[config.mk]
export PLATFORM = sky130hd
export DESIGN_NAME = assembly_source_tokenizer
export DESIGN_NICKNAME = d
export VERILOG_FILES = /design/src/ast_pkg.sv /design/src/ast_datapath.sv /design/src/ast_ctrl.sv /design/src/assembly_source_tokenizer.sv
export SDC_FILE = /design/constraint.sdc
export NUM_CORES = 1
export LEC_CHECK = 0
export BUFFER_PORTS_ARGS = -buffer_cell sky130_fd_sc_hd__buf_2
export CORE_UTILIZATION = 50
export DETAILED_ROUTE_END_ITERATION = 8
export PLACE_DENSITY_LB_ADDON = 0.3
export SLEW_MARGIN = 20
export SYNTH_ARGS = -nofsm -noshare
export SYNTH_HDL_FRONTEND = slang
export SYNTH_SLANG_ARGS = --single-unit
export TNS_END_PERCENT = 50
[constraint.sdc]
create_clock -name aclk -period 6.4 [get_ports aclk]
set_input_delay 0.64 -clock aclk [delete_from_list [all_inputs] [get_ports aclk]]
set_output_delay 0.64 -clock aclk [all_outputs]
set_load 0.02 [all_outputs]
[src/ast_pkg.sv]
// Shared constants, keyword tables, helper functions and control types of the tokenizer.
package ast_pkg;

    localparam int AST_MAX_LEN = 32;
    localparam int KW_W        = 56;   // seven upper-case characters, right-justified

    localparam logic [4:0] KIND_SYMBOL   = 5'd0;
    localparam logic [4:0] KIND_COLON    = 5'd1;
    localparam logic [4:0] KIND_COMMA    = 5'd2;
    localparam logic [4:0] KIND_INSTR    = 5'd3;
    localparam logic [4:0] KIND_REG      = 5'd4;
    localparam logic [4:0] KIND_DIR      = 5'd5;
    localparam logic [4:0] KIND_OPERATOR = 5'd6;
    localparam logic [4:0] KIND_LBRACE   = 5'd7;
    localparam logic [4:0] KIND_RBRACE   = 5'd8;
    localparam logic [4:0] KIND_LT       = 5'd9;
    localparam logic [4:0] KIND_GT       = 5'd10;
    localparam logic [4:0] KIND_LBRACKET = 5'd11;
    localparam logic [4:0] KIND_RBRACKET = 5'd12;
    localparam logic [4:0] KIND_AT       = 5'd13;
    localparam logic [4:0] KIND_STRING   = 5'd14;
    localparam logic [4:0] KIND_NUMBER   = 5'd15;
    localparam logic [4:0] KIND_ERROR    = 5'd16;

    localparam logic [7:0] CH_QUOTE     = 8'h22;
    localparam logic [7:0] CH_BACKSLASH = 8'h5C;

    localparam int N_INSTR = 68;
    localparam int N_REG   = 82;
    localparam int N_DIR   = 5;

    localparam logic [KW_W-1:0] INSTR_TAB [N_INSTR] = '{
        "ADD", "AND", "CALL", "CLI", "CMP", "DIV", "HLT", "IN", "INC", "INT",
        "JA", "JAE", "JB", "JBE", "JC", "JCXZ", "JECXZ", "JRCXZ", "JE", "JG",
        "JGE", "JL", "JLE", "JNA", "JNAE", "JNB", "JNBE", "JNC", "JNE", "JNG",
        "JNGE", "JNL", "JNLE", "JNO", "JNP", "JNS", "JNZ", "JO", "JP", "JPE",
        "JPO", "JS", "JZ", "JMP", "LGDT", "LIDT", "LOOP", "MOV", "MUL", "OR",
        "OUT", "POP", "PUSH", "RDMSR", "REP", "RET", "SHL", "SHR", "STI", "SYSCALL",
        "TEST", "WRMSR", "XOR", "DB", "DW", "DD", "DQ", "TIMES"
    };

    localparam logic [KW_W-1:0] REG_TAB [N_REG] = '{
        "RAX", "EAX", "AX", "AH", "AL", "RBX", "EBX", "BX", "BH", "BL",
        "RCX", "ECX", "CX", "CH", "CL", "RDX", "EDX", "DX", "DH", "DL",
        "RSI", "ESI", "SI", "SIL", "RDI", "EDI", "DI", "DIL", "RSP", "ESP",
        "SP", "SPL", "RBP", "EBP", "BP", "BPL", "R8", "R8D", "R8W", "R8B",
        "R9", "R9D", "R9W", "R9B", "R10", "R10D", "R10W", "R10B", "R11", "R11D",
        "R11W", "R11B", "R12", "R12D", "R12W", "R12B", "R13", "R13D", "R13W", "R13B",
        "R14", "R14D", "R14W", "R14B", "R15", "R15D", "R15W", "R15B", "RIP", "EIP",
        "IP", "CS", "DS", "SS", "ES", "FS", "GS", "CR0", "CR2", "CR3",
        "CR4", "CR8"
    };

    localparam logic [KW_W-1:0] DIR_TAB [N_DIR] = '{
        "SECTION", "BITS", "IMPORT", "EXPORT", "ORG"
    };

    typedef struct packed {
        logic load_in;      // latch the input beat
        logic append;       // append the held byte to the lexeme
        logic open_quote;   // append the opening quote and enter a string
        logic flush_start;  // latch the token kind, rewind the replay index
        logic flush_string; // the token being flushed is a string
        logic rd;           // read the buffer at the replay index
        logic emit_buf;     // load a buffered character into the output
        logic idx_inc;      // advance the replay index
        logic flush_done;   // clear the pending lexeme and string flags
        logic drop_string;  // drop an unclosed string
        logic emit_punct;   // load the held byte as a one-character token
        logic emit_error;   // load the error beat and halt
    } ast_cmd_t;

    typedef struct packed {
        logic halted;
        logic in_quotes;
        logic len_zero;
        logic is_word;
        logic is_punct;
        logic is_quote;
        logic close_quote;
        logic eol;
        logic word_err;
        logic last_idx;
        logic out_free;
    } ast_sts_t;

    function automatic logic [7:0] to_upper(input logic [7:0] c);
        return (c >= 8'h61 && c <= 8'h7A) ? c - 8'h20 : c;
    endfunction

    function automatic logic is_digit(input logic [7:0] c);
        return c >= 8'h30 && c <= 8'h39;
    endfunction

    function automatic logic is_hex(input logic [7:0] c);
        return is_digit(c) || (c >= 8'h61 && c <= 8'h66) || (c >= 8'h41 && c <= 8'h46);
    endfunction

    function automatic logic is_word_char(input logic [7:0] c);
        return is_digit(c) || (c >= 8'h61 && c <= 8'h7A) || (c >= 8'h41 && c <= 8'h5A)
            || c == 8'h5F || c == 8'h21 || c == 8'h3F || c == 8'h2E || c == 8'h23;
    endfunction

    function automatic logic [5:0] punct_kind(input logic [7:0] c);
        logic [5:0] k;
        k = {1'b0, KIND_SYMBOL};
        unique case (c)
            8'h3A:                      k = {1'b1, KIND_COLON};
            8'h2C:                      k = {1'b1, KIND_COMMA};
            8'h2B, 8'h2D, 8'h2A, 8'h2F: k = {1'b1, KIND_OPERATOR};
            8'h7B:                      k = {1'b1, KIND_LBRACE};
            8'h7D:                      k = {1'b1, KIND_RBRACE};
            8'h3C:                      k = {1'b1, KIND_LT};
            8'h3E:                      k = {1'b1, KIND_GT};
            8'h5B:                      k = {1'b1, KIND_LBRACKET};
            8'h5D:                      k = {1'b1, KIND_RBRACKET};
            8'h40:                      k = {1'b1, KIND_AT};
            default:                    k = {1'b0, KIND_SYMBOL};
        endcase
        return k;
    endfunction

endpackage

[src/ast_datapath.sv]
// Lexeme buffer, class flags, keyword matcher and output register of the tokenizer.
module ast_datapath
    import ast_pkg::*;
#(
    parameter int MAX_LEN = AST_MAX_LEN
) (
    input  logic       aclk,
    input  logic       aresetn,
    input  ast_cmd_t   cmd,
    output ast_sts_t   sts,
    input  logic [7:0] s_tdata,
    input  logic       s_tlast,
    output logic       m_tvalid,
    input  logic       m_tready,
    output logic [7:0] m_tdata,
    output logic [5:0] m_tuser,
    output logic       m_tlast
);

    localparam int LEN_W = $clog2(MAX_LEN + 1);
    localparam int IDX_W = $clog2(MAX_LEN);

    logic [7:0]       mem [MAX_LEN];
    logic [7:0]       ch_reg;
    logic             eol_reg;
    logic [LEN_W-1:0] len_reg;
    logic             inq_reg;
    logic             esc_reg;
    logic             dec_reg, hexok_reg, pfx_reg, lead_reg, zero0_reg;
    logic             ovf_reg;
    logic             halted_reg;
    logic [KW_W-1:0]  word_up_reg;
    logic [IDX_W-1:0] idx_reg;
    logic [4:0]       kind_reg;
    logic [7:0]       rd_data_reg;
    logic             m_valid_reg;
    logic [7:0]       m_data_reg;
    logic [5:0]       m_user_reg;
    logic             m_last_reg;

    logic [7:0] up_ch;
    logic       dig, room, out_free, any_instr, any_reg, any_dir, kw_ok, is_num;
    logic [4:0] word_kind;
    logic [5:0] pk;

    assign up_ch    = to_upper(ch_reg);
    assign dig      = is_digit(ch_reg);
    assign room     = len_reg < LEN_W'(MAX_LEN);
    assign out_free = !m_valid_reg || m_tready;
    assign pk       = punct_kind(ch_reg);
    assign kw_ok    = !ovf_reg && len_reg <= LEN_W'(7);

    always_comb begin
        any_instr = 1'b0;
        any_reg   = 1'b0;
        any_dir   = 1'b0;
        for (int k = 0; k < N_INSTR; k++) any_instr |= (word_up_reg == INSTR_TAB[k]);
        for (int k = 0; k < N_REG; k++)   any_reg   |= (word_up_reg == REG_TAB[k]);
        for (int k = 0; k < N_DIR; k++)   any_dir   |= (word_up_reg == DIR_TAB[k]);
    end

    assign is_num = dec_reg || (pfx_reg && hexok_reg);

    always_comb begin
        priority if (kw_ok && any_instr) word_kind = KIND_INSTR;
        else if (kw_ok && any_reg)       word_kind = KIND_REG;
        else if (kw_ok && any_dir)       word_kind = KIND_DIR;
        else if (is_num)                 word_kind = KIND_NUMBER;
        else if (lead_reg)               word_kind = KIND_ERROR;
        else                             word_kind = KIND_SYMBOL;
    end

    always_comb begin
        sts.halted      = halted_reg;
        sts.in_quotes   = inq_reg;
        sts.len_zero    = len_reg == '0;
        sts.is_word     = is_word_char(ch_reg);
        sts.is_punct    = pk[5];
        sts.is_quote    = ch_reg == CH_QUOTE;
        sts.close_quote = !esc_reg && ch_reg == CH_QUOTE;
        sts.eol         = eol_reg;
        sts.word_err    = word_kind == KIND_ERROR;
        sts.last_idx    = LEN_W'(idx_reg) == len_reg - LEN_W'(1);
        sts.out_free    = out_free;
    end

    // buffer storage, no reset
    always_ff @(posedge aclk) begin
        if ((cmd.append || cmd.open_quote) && room) begin
            mem[len_reg[IDX_W-1:0]] <= ch_reg;
        end
        if (cmd.rd) begin
            rd_data_reg <= mem[idx_reg];
        end
    end

    // payload registers
    always_ff @(posedge aclk) begin
        if (cmd.load_in) begin
            ch_reg  <= s_tdata;
            eol_reg <= s_tlast;
        end
        if (cmd.append || cmd.open_quote) begin
            if (len_reg == '0) begin
                word_up_reg <= {{(KW_W-8){1'b0}}, up_ch};
            end else begin
                word_up_reg <= {word_up_reg[KW_W-9:0], up_ch};
            end
        end
        if (cmd.flush_start) begin
            kind_reg <= cmd.flush_string ? KIND_STRING : word_kind;
            idx_reg  <= '0;
        end else if (cmd.idx_inc) begin
            idx_reg <= idx_reg + IDX_W'(1);
        end
        if (cmd.emit_buf) begin
            m_data_reg <= rd_data_reg;
            m_user_reg <= {ovf_reg, kind_reg};
            m_last_reg <= sts.last_idx;
        end else if (cmd.emit_punct) begin
            m_data_reg <= ch_reg;
            m_user_reg <= {1'b0, pk[4:0]};
            m_last_reg <= 1'b1;
        end else if (cmd.emit_error) begin
            m_data_reg <= 8'h00;
            m_user_reg <= {1'b0, KIND_ERROR};
            m_last_reg <= 1'b1;
        end
    end

    // control state
    always_ff @(posedge aclk) begin
        if (!aresetn) begin
            len_reg     <= '0;
            inq_reg     <= 1'b0;
            esc_reg     <= 1'b0;
            dec_reg     <= 1'b0;
            hexok_reg   <= 1'b0;
            pfx_reg     <= 1'b0;
            lead_reg    <= 1'b0;
            zero0_reg   <= 1'b0;
            ovf_reg     <= 1'b0;
            halted_reg  <= 1'b0;
            m_valid_reg <= 1'b0;
        end else begin
            if (cmd.append || cmd.open_quote) begin
                if (!ovf_reg && len_reg == '0) begin
                    hexok_reg <= 1'b1;
                    dec_reg   <= dig;
                    lead_reg  <= dig;
                    pfx_reg   <= 1'b0;
                    zero0_reg <= ch_reg == 8'h30;
                end else if (!ovf_reg && len_reg == LEN_W'(1)) begin
                    if (!dig) dec_reg <= 1'b0;
                    if (zero0_reg && (ch_reg == 8'h78 || ch_reg == 8'h58)) pfx_reg <= 1'b1;
                end else begin
                    if (!dig) dec_reg <= 1'b0;
                    if (!is_hex(ch_reg)) hexok_reg <= 1'b0;
                end
                if (room) begin
                    len_reg <= len_reg + LEN_W'(1);
                end else begin
                    ovf_reg <= 1'b1;
                end
            end
            // escape tracking inside a string
            if (cmd.append && inq_reg) begin
                if (ch_reg == CH_BACKSLASH) begin
                    esc_reg <= !esc_reg;
                end else begin
                    esc_reg <= 1'b0;
                end
            end
            if (cmd.open_quote) begin
                inq_reg <= 1'b1;
                esc_reg <= 1'b0;
            end
            if (cmd.flush_done || cmd.drop_string || cmd.emit_error) begin
                len_reg   <= '0;
                dec_reg   <= 1'b0;
                hexok_reg <= 1'b0;
                pfx_reg   <= 1'b0;
                lead_reg  <= 1'b0;
                ovf_reg   <= 1'b0;
                inq_reg   <= 1'b0;
                esc_reg   <= 1'b0;
            end
            if (cmd.emit_error) begin
                halted_reg <= 1'b1;
            end
            if (cmd.emit_buf || cmd.emit_punct || cmd.emit_error) begin
                m_valid_reg <= 1'b1;
            end else if (m_tready) begin
                m_valid_reg <= 1'b0;
            end
        end
    end

    assign m_tvalid = m_valid_reg;
    assign m_tdata  = m_data_reg;
    assign m_tuser  = m_user_reg;
    assign m_tlast  = m_last_reg;

endmodule

[src/ast_ctrl.sv]
// Sequencing state machine of the tokenizer.
module ast_ctrl
    import ast_pkg::*;
(
    input  logic     aclk,
    input  logic     aresetn,
    input  logic     s_tvalid,
    output logic     s_tready,
    input  ast_sts_t sts,
    output ast_cmd_t cmd
);

    localparam logic [2:0] ST_IDLE   = 3'd0;
    localparam logic [2:0] ST_DECODE = 3'd1;
    localparam logic [2:0] ST_AFTER  = 3'd2;
    localparam logic [2:0] ST_PUNCT  = 3'd3;
    localparam logic [2:0] ST_EOL    = 3'd4;
    localparam logic [2:0] ST_RD     = 3'd5;
    localparam logic [2:0] ST_WR     = 3'd6;
    localparam logic [2:0] ST_ERR    = 3'd7;

    logic [2:0] state_reg, state_next;
    logic [2:0] ret_reg, ret_next;

    assign s_tready = state_reg == ST_IDLE;

    always_comb begin
        state_next = state_reg;
        ret_next   = ret_reg;
        cmd        = '0;
        unique case (state_reg)
            ST_IDLE: begin
                if (s_tvalid) begin
                    cmd.load_in = 1'b1;
                    state_next  = ST_DECODE;
                end
            end
            ST_DECODE: begin
                if (sts.halted) begin
                    state_next = ST_IDLE;
                end else if (sts.in_quotes) begin
                    cmd.append = 1'b1;
                    if (sts.close_quote) begin
                        cmd.flush_start  = 1'b1;
                        cmd.flush_string = 1'b1;
                        ret_next         = ST_EOL;
                        state_next       = ST_RD;
                    end else begin
                        state_next = ST_EOL;
                    end
                end else if (sts.is_word) begin
                    cmd.append = 1'b1;
                    state_next = ST_EOL;
                end else if (!sts.len_zero) begin
                    if (sts.word_err) begin
                        state_next = ST_ERR;
                    end else begin
                        cmd.flush_start = 1'b1;
                        ret_next        = ST_AFTER;
                        state_next      = ST_RD;
                    end
                end else begin
                    state_next = ST_AFTER;
                end
            end
            ST_AFTER: begin
                if (sts.is_punct) begin
                    state_next = ST_PUNCT;
                end else begin
                    cmd.open_quote = sts.is_quote;
                    state_next     = ST_EOL;
                end
            end
            ST_PUNCT: begin
                if (sts.out_free) begin
                    cmd.emit_punct = 1'b1;
                    state_next     = ST_EOL;
                end
            end
            ST_EOL: begin
                state_next = ST_IDLE;
                if (sts.eol) begin
                    if (sts.in_quotes) begin
                        cmd.drop_string = 1'b1;
                    end else if (!sts.len_zero) begin
                        if (sts.word_err) begin
                            state_next = ST_ERR;
                        end else begin
                            cmd.flush_start = 1'b1;
                            ret_next        = ST_IDLE;
                            state_next      = ST_RD;
                        end
                    end
                end
            end
            ST_RD: begin
                cmd.rd     = 1'b1;
                state_next = ST_WR;
            end
            ST_WR: begin
                if (sts.out_free) begin
                    cmd.emit_buf = 1'b1;
                    if (sts.last_idx) begin
                        cmd.flush_done = 1'b1;
                        state_next     = ret_reg;
                    end else begin
                        cmd.idx_inc = 1'b1;
                        state_next  = ST_RD;
                    end
                end
            end
            ST_ERR: begin
                if (sts.out_free) begin
                    cmd.emit_error = 1'b1;
                    state_next     = ST_IDLE;
                end
            end
            default: state_next = ST_IDLE;
        endcase
    end

    always_ff @(posedge aclk) begin
        if (!aresetn) begin
            state_reg <= ST_IDLE;
            ret_reg   <= ST_IDLE;
        end else begin
            state_reg <= state_next;
            ret_reg   <= ret_next;
        end
    end

endmodule

[src/assembly_source_tokenizer.sv]
// Top level of the assembly source tokenizer: controller plus datapath.
// Sequence: accept a beat, decode it in the cycle after; then a word character goes to
//   end-of-line, an ignored byte or opening quote via after, a punctuation byte via after
//   and punctuation. A flushed token replays its buffer a character at a time (read, write).
// Reset: aresetn (synchronous, active low) clears the lexeme length, string and
//   class flags, the halt flag and the output valid; buffer contents stay as they are.
module assembly_source_tokenizer
    import ast_pkg::*;
#(
    parameter int MAX_LEN = AST_MAX_LEN
) (
    input  logic       aclk,
    input  logic       aresetn,
    input  logic       s_tvalid,
    output logic       s_tready,
    input  logic [7:0] s_tdata,   // [7:0] ch
    input  logic       s_tlast,   // end_of_line
    output logic       m_tvalid,
    input  logic       m_tready,
    output logic [7:0] m_tdata,   // [7:0] token_char
    output logic [5:0] m_tuser,   // [4:0] token_kind, [5] truncated
    output logic       m_tlast    // last_of_token
);

    ast_cmd_t cmd;
    ast_sts_t sts;

    // Controller: accept one beat, walk through decode, flush, punctuation, error and
    // end-of-line handling, then return to accept the next beat.
    ast_ctrl u_ctrl (
        .aclk     (aclk),
        .aresetn  (aresetn),
        .s_tvalid (s_tvalid),
        .s_tready (s_tready),
        .sts      (sts),
        .cmd      (cmd)
    );

    // Datapath: hold the lexeme and its flags, classify it, and drive the
    // output register that parts the result side from the input side.
    ast_datapath #(
        .MAX_LEN (MAX_LEN)
    ) u_dp (
        .aclk     (aclk),
        .aresetn  (aresetn),
        .cmd      (cmd),
        .sts      (sts),
        .s_tdata  (s_tdata),
        .s_tlast  (s_tlast),
        .m_tvalid (m_tvalid),
        .m_tready (m_tready),
        .m_tdata  (m_tdata),
        .m_tuser  (m_tuser),
        .m_tlast  (m_tlast)
    );

endmodule
==> results.yml, run 1 <==
outcome:
  status: "completed"
placement:
  dp_hpwl_um: 31800
  globalplace.congestion: 1.02
  pre_cts_slack_ns: 2.19
  portBuffers: 29
synthesis:
  synthMuxAreaShare_pct: 11.1
  synth_top_family_by_area: "simple AND/OR/NAND/NOR gates"
  dominantRegCellSynth: "edfxtp_1"
  synth_edf_count: 349
  synth_xor_area_share_pct: 0.982
  yosysSeqAreaShare_pct: 61.7
  synth-seq-cells: 375
  synth_simple_gate_area_share_pct: 16.9
  synthesis.instances: 1296
  synth_area_um2: 17800
  synth_warnings: 0
  synthAdderAreaFrac_pct: 0.702
  yosysUniqueCellTypes: 83
  avgSynthCellArea_um2: 13.8
  synth-compound-area-share_pct: 6.35
  synth_nets: 1319
  synthArstFlopShare_pct: 0
grt:
  grtUsageTotal_pct: 26.7
  grt-ovfl-total: 0
  antenna_found_initial: 0
  grt_max_degree: 50
  grt_pass1_vias: 11500
  grt_pass1_wl_um: 71800
pwr:
  power_density_nw_per_um2: 299
  p_leak_nw: 6.01
  peakVddDrop_uv: 296
finish:
  mostFrequentLayoutCells: "edfxtp_1, nor2_1, mux4_2, nand2_1, nand3_1"
  layout_commonest_cell: "edfxtp_1"
  fin_nets: 1332
  diodes: 0
  seqCellArea_um2: 11000
  n_fill_cell: 2752
  largest_reg_flops: 256
  multi_input_area_um2: 6450
  final_layout_size_suffix_gt1_share_pct: 17.3
  area_growth_pct: 10.4
timing:
  maxSlewViolCount: 0
  max_freq_mhz: 236
  slew_headroom_pct: 33.3
  setup_viol: 0
  hold_slack_ns: 0.281
  hold_viol_final: 0
  worst_slack_ns: 2.16
  min_period_ns: 4.24
  finalCritPeriodShare_pct: 66.2
  worst_slew_pin_slew_ns: 0.976
  tns_ns: 0
  fin_skew_ns: 0.0238
  rsz0062_at_grt: "no"
routing:
  drc: 0
  firstDrtPassIters: 6
  final_antenna_net_count: 0
  drtIter0Drc: 1458
  wl_per_cell_um: 26.6
  wl_um: 47600
  vias: 11900
  viasPerCell: 6.62
floorplanning:
  io_pins: 30
  start_util_pct: 51.2
  num_rows: 68
  die_area_um2: 36400
  dieHeight_um: 191
  die_x_um: 191
  core_area_um2: 34800
clocking:
  clk_pin_slew_ns: 0.06
  cts.sinks: 375
  cts_root_buf: "clkbuf_16"
  clk-insertion-delay-late_ns: 0.55
  cts_tree: "yes"
  h-tree-depth: 2
  numCtsBuffers: 39
  ctsHoldBuffers: 0
  post_cts_resize_count: 0
  clk_path_buf_depth: 3
  post_cts_buffers: 0
hold_path:
  hp-class: "input pin to flip-flop"
worst_setup_path:
  required_ns: 6.57
  startpoint_type: "flip-flop"
  cpPeakStageDelay_ns: 0.77
  critPathKind: "flip-flop to flip-flop"
  path_buf_inv: 0
  crit_slowest_cell: "edfxtp_1"
  arrival_ns: 4.41
  critPathMaxFanout: 20
  path_cells: "or3_1, nor4_1, a32oi_1, nand3_1, o31ai_2, a21oi_2, nand2_1, nor2_1"
  endpoint_kind: "flip-flop"
  cp_top_family: "simple AND/OR/NAND/NOR gates"
flow_run:
  max_cap_violations: 0
-- final cells by class --
cell class                      count  area share, %
Inverter                           19          0.362
Clock inverter                     21           1.05
Timing Repair Buffer               56           1.77
Sequential cell                   375           55.9
Tap cell                          455           2.89
Multi-Input combinational cell    818           32.8
Clock buffer                       48           5.28
-- cells in the mapped netlist (all sizes together) (30+ instances only) --
| library cell | count | area (um^2) |
|---|---|---|
| a21oi | 30 | 154 |
| clkbuf | 65 | 244 |
| nor2 | 105 | 394 |
| nand4 | 44 | 275 |
| edfxtp | 349 | 10500 |
| nand3 | 60 | 300 |
| nor3 | 34 | 170 |
| nand2 | 72 | 270 |
| mux4 | 80 | 1800 |
| and2 | 60 | 375 |
| nor4 | 36 | 231 |
-- metal layers --
metal / GRT usage (%) / vias up / routed length [um]
met5: 0 / - / 0
met4: 13.2 / 0 / 2530
met3: 3.74 / 171 / 3450
met2: 43.5 / 633 / 23000
met1: 35.2 / 5892 / 18600
li1: - / 5175 / -
-- stage by stage --
stage / instances / util [%] / power (W) / instance area (um^2)
6_report: 1792 / 56.6 / 0.00589 / 19700
2_1_floorplan: 1296 / - / 0.00349 / 17800
3_3_place_gp: 1723 / 53.0 / 0.00374 / 18400
3_5_place_dp: 1723 / 53.0 / 0.00374 / 18400
5_1_grt: 1792 / 56.6 / 0.00608 / 19700
4_1_cts: 1792 / 56.6 / 0.00594 / 19700
-- logic make-up (layout without fill, tap and decap cells) --
logic type,Yosys count,in the layout
AOI/OAI and AO/OA,157,157
xor gates and xnor gates,20,20
adders and majority gates,10,10
buffers and inverters,103,144
DFF,375,375
muxes,97,97
and+or+nand+nor,534,534
-- where the power goes --
part           switching (W)  leakage, nW  internal (W)  total, W
logic               0.000405         2.01      0.000352  0.000758
registers           0.000152         3.40       0.00279   0.00294
clock network       0.000919        0.602       0.00128   0.00220
total                0.00148         6.01       0.00442   0.00589
-- worst paths after layout --
path	from	to	slack, ns	depth (start not counted)
worst max-delay path	u_dp.ch_reg[0]$_DFFE_PP_	u_dp.mem[2][7]$_DFFE_PP_	2.16	8
worst min-delay path	s_tdata[1]	u_dp.ch_reg[1]$_DFFE_PP_	0.28	1
worst max register to register	u_dp.ch_reg[0]$_DFFE_PP_	u_dp.mem[2][7]$_DFFE_PP_	2.16	8
worst min register to register	u_ctrl.ret_reg[1]$_SDFFE_PN0P_	u_ctrl.ret_reg[1]$_SDFFE_PN0P_	0.47	2
Note: power is estimated with default switching activity, not from simulation.
==> inputs of run 2 (changes only) <==
Settings changed: ABC_AREA set to 1.
Clock period 6.4 ns to 4.4 ns, I/O delays scaled along.
==> results.yml, run 2 <==
worst_setup_path:
  critPathKind: "flip-flop to flip-flop"
  startpoint_type: "flip-flop"
  reg2reg_from: "u_dp.ch_reg[2]$_DFFE_PP_"
  cp-endpoint: "u_dp.mem[18][3]$_DFFE_PP_"
  r2r_end: "u_dp.mem[18][3]$_DFFE_PP_"
  critPathMaxFanout: 10
  reg2reg_depth: 16
  endpoint_kind: "flip-flop"
  reg2reg_slack_ns: 0.75
  arrival_ns: 3.83
  required_ns: 4.58
  critPathLaunch: "u_dp.ch_reg[2]$_DFFE_PP_"
timing:
  worst_slew_pin_slew_ns: 1.03
  rsz0062_at_grt: "no"
  maxSlewViolCount: 0
  fin_skew_ns: 0.0224
  slew_headroom_pct: 31.3
  min_period_ns: 3.65
  hold_viol_final: 0
  max_freq_mhz: 274
  finalCritPeriodShare_pct: 82.9
  setup_viol: 0
  tns_ns: 0
routing:
  drtIter0Drc: 1367
  viasPerCell: 5.61
  wl_per_cell_um: 19.2
  drc: 0
  final_antenna_net_count: 0
  wl_um: 46400
  vias: 13600
  firstDrtPassIters: 5
grt:
  grt_pass1_wl_um: 72000
  grtUsageTotal_pct: 25.9
  grt-ovfl-total: 0
  grt_max_degree: 97
  antenna_found_initial: 0
  grt_pass1_vias: 13300
finish:
  diodes: 0
  fin_nets: 1957
  final_layout_size_suffix_gt1_share_pct: 8.14
  largest_reg_flops: 256
  layout_commonest_cell: "nand2_1"
  area_growth_pct: 11.5
  mostFrequentLayoutCells: "nand2_1, nor2_1, edfxtp_1, inv_1, o21ai_0"
  final_util_pct: 57.1
synthesis:
  synth_simple_gate_area_share_pct: 22.3
  synthTopCellsByCount: "nand2_1, nor2_1, edfxtp_1"
  yosysTopAreaCell: "edfxtp_1"
  synth_most_common_cell: "nand2_1"
  synth.area.top_cells: "edfxtp_1, nand2_1, nor2_1"
  synth_top_family_by_area: "simple AND/OR/NAND/NOR gates"
  synth_xor_area_share_pct: 0.392
  synth_edf_count: 349
  synth_area_um2: 17900
  synth.top_cell.area_share_pct: 58.7
  yosysUniqueCellTypes: 46
  dominantRegCellSynth: "edfxtp_1"
  synthArstFlopShare_pct: 0
  synth_warnings: 0
  synthAdderAreaFrac_pct: 0.700
  synthMuxAreaShare_pct: 0
  avgSynthCellArea_um2: 9.39
  yosysSeqAreaShare_pct: 61.6
  synth_nets: 1925
  synthesis.instances: 1902
  synth-seq-cells: 375
  synth-compound-area-share_pct: 9.13
floorplanning:
  dieHeight_um: 191
  die_x_um: 191
  start_util_pct: 51.2
  num_rows: 68
  die_area_um2: 36500
  core_area_um2: 34900
  io_pins: 30
pwr:
  power_frac_comb_pct: 23.3
  p_seq_share_pct: 43.7
  p_leak_nw: 7.68
  peakVddDrop_uv: 434
  clock_power_share_pct: 33.1
  p_int_w: 0.00730
  p_sw_w: 0.00358
  power_density_nw_per_um2: 546
  swShare_pct: 32.9
hold_path:
  hp-class: "input pin to flip-flop"
clocking:
  post_cts_resize_count: 0
  numCtsBuffers: 40
  h-tree-depth: 2
  cts.sinks: 375
  clk-insertion-delay-late_ns: 0.57
  cts_root_buf: "clkbuf_16"
  clk_path_buf_depth: 3
  clk_pin_slew_ns: 0.06
  cts_tree: "yes"
  ctsHoldBuffers: 0
  post_cts_buffers: 0
placement:
  portBuffers: 29
  globalplace.congestion: 1.00
  dp_hpwl_um: 31900
flow_run:
  max_cap_violations: 0
outcome:
  status: "completed"
[run 2: power by group through the flow]
stage	sequential, W	combinational (W)	clock, W
finish	0.00475	0.00253	0.00360
global route	0.00478	0.00278	0.00378
CTS	0.00474	0.00251	0.00365
detailed placement	0.00481	0.00250	0
global placement	0.00481	0.00246	0
floorplan	0.00479	0.00162	0
[run 2: stage by stage]
stage / instance area [um^2] / std cells / total power (W) / hold slack [ns] / setup slack [ns]
after detailed placement: 18500 / 2347 / 0.00731 / 0.458 / 0.741
after global routing: 19900 / 2420 / 0.0114 / 0.0532 / 0.449
after global placement: 18500 / 2347 / 0.00727 / 0.456 / 0.879
final: 19900 / 2420 / 0.0109 / 0.0665 / 0.751
after CTS: 19900 / 2420 / 0.0109 / 0.0436 / 0.767
after floorplan: 17900 / 1902 / 0.00641 / 0.440 / 0.403
[run 2: area by class of cell]
| cell class | count | area (um^2) |
|---|---|---|
| clock buffers | 49 | 1090 |
| inverters | 207 | 778 |
| multi-input cells | 1257 | 5820 |
| clock inverters | 24 | 338 |
| well taps | 455 | 569 |
| repair buffers | 53 | 325 |
| fillers | 3106 | 15000 |
| flip-flops and latches | 375 | 11000 |
[run 2: worst min-delay path by stage]
| stage | end | depth (start not counted) | from | slack, ns |
|---|---|---|---|---|
| 2_1_floorplan | u_dp.zero0_reg$_SDFFE_PN0P_ | 2 | u_dp.zero0_reg$_SDFFE_PN0P_ | 0.44 |
| 3_3_place_gp | u_dp.hexok_reg$_SDFFE_PP0P_ | 2 | u_dp.hexok_reg$_SDFFE_PP0P_ | 0.46 |
| 3_5_place_dp | u_dp.hexok_reg$_SDFFE_PP0P_ | 2 | u_dp.hexok_reg$_SDFFE_PP0P_ | 0.46 |
| 4_1_cts | u_dp.ch_reg[4]$_DFFE_PP_ | 1 | s_tdata[4] | 0.04 |
| 5_1_grt | u_dp.ch_reg[7]$_DFFE_PP_ | 1 | s_tdata[7] | 0.05 |
| 6_report | u_dp.ch_reg[0]$_DFFE_PP_ | 1 | s_tdata[0] | 0.07 |
[run 2: cells by family after synthesis]
logic type / count (synthesis)
and+or+nand+nor: 955
DFF: 375
AOI/OAI and AO/OA: 284
buffers and inverters: 270
adders and majority gates: 10
xor gates and xnor gates: 8
[run 2: critical path, stage by stage (launching register included)]
cell	delay [ns]
edfxtp_1	0.64
inv_1	0.19
nand2_2	0.17
nor2_2	0.07
nor2_1	0.17
inv_1	0.06
o21ai_1	0.19
nand2_1	0.12
nand2_1	0.12
nor3_2	0.06
nand2_1	0.10
nand2_1	0.07
nand2_2	0.09
nand2_4	0.09
inv_2	0.10
nand2_1	0.36
nor2_1	0.67
[run 2: per-layer routing]
metal  track usage [%]  up-vias  share of wire, %
met5                 0        -                 0
met4              11.6        0               4.0
met3              3.51      125               6.6
met2              43.3      552                48
met1              33.5     6366                42
li1                  -     6530                 -
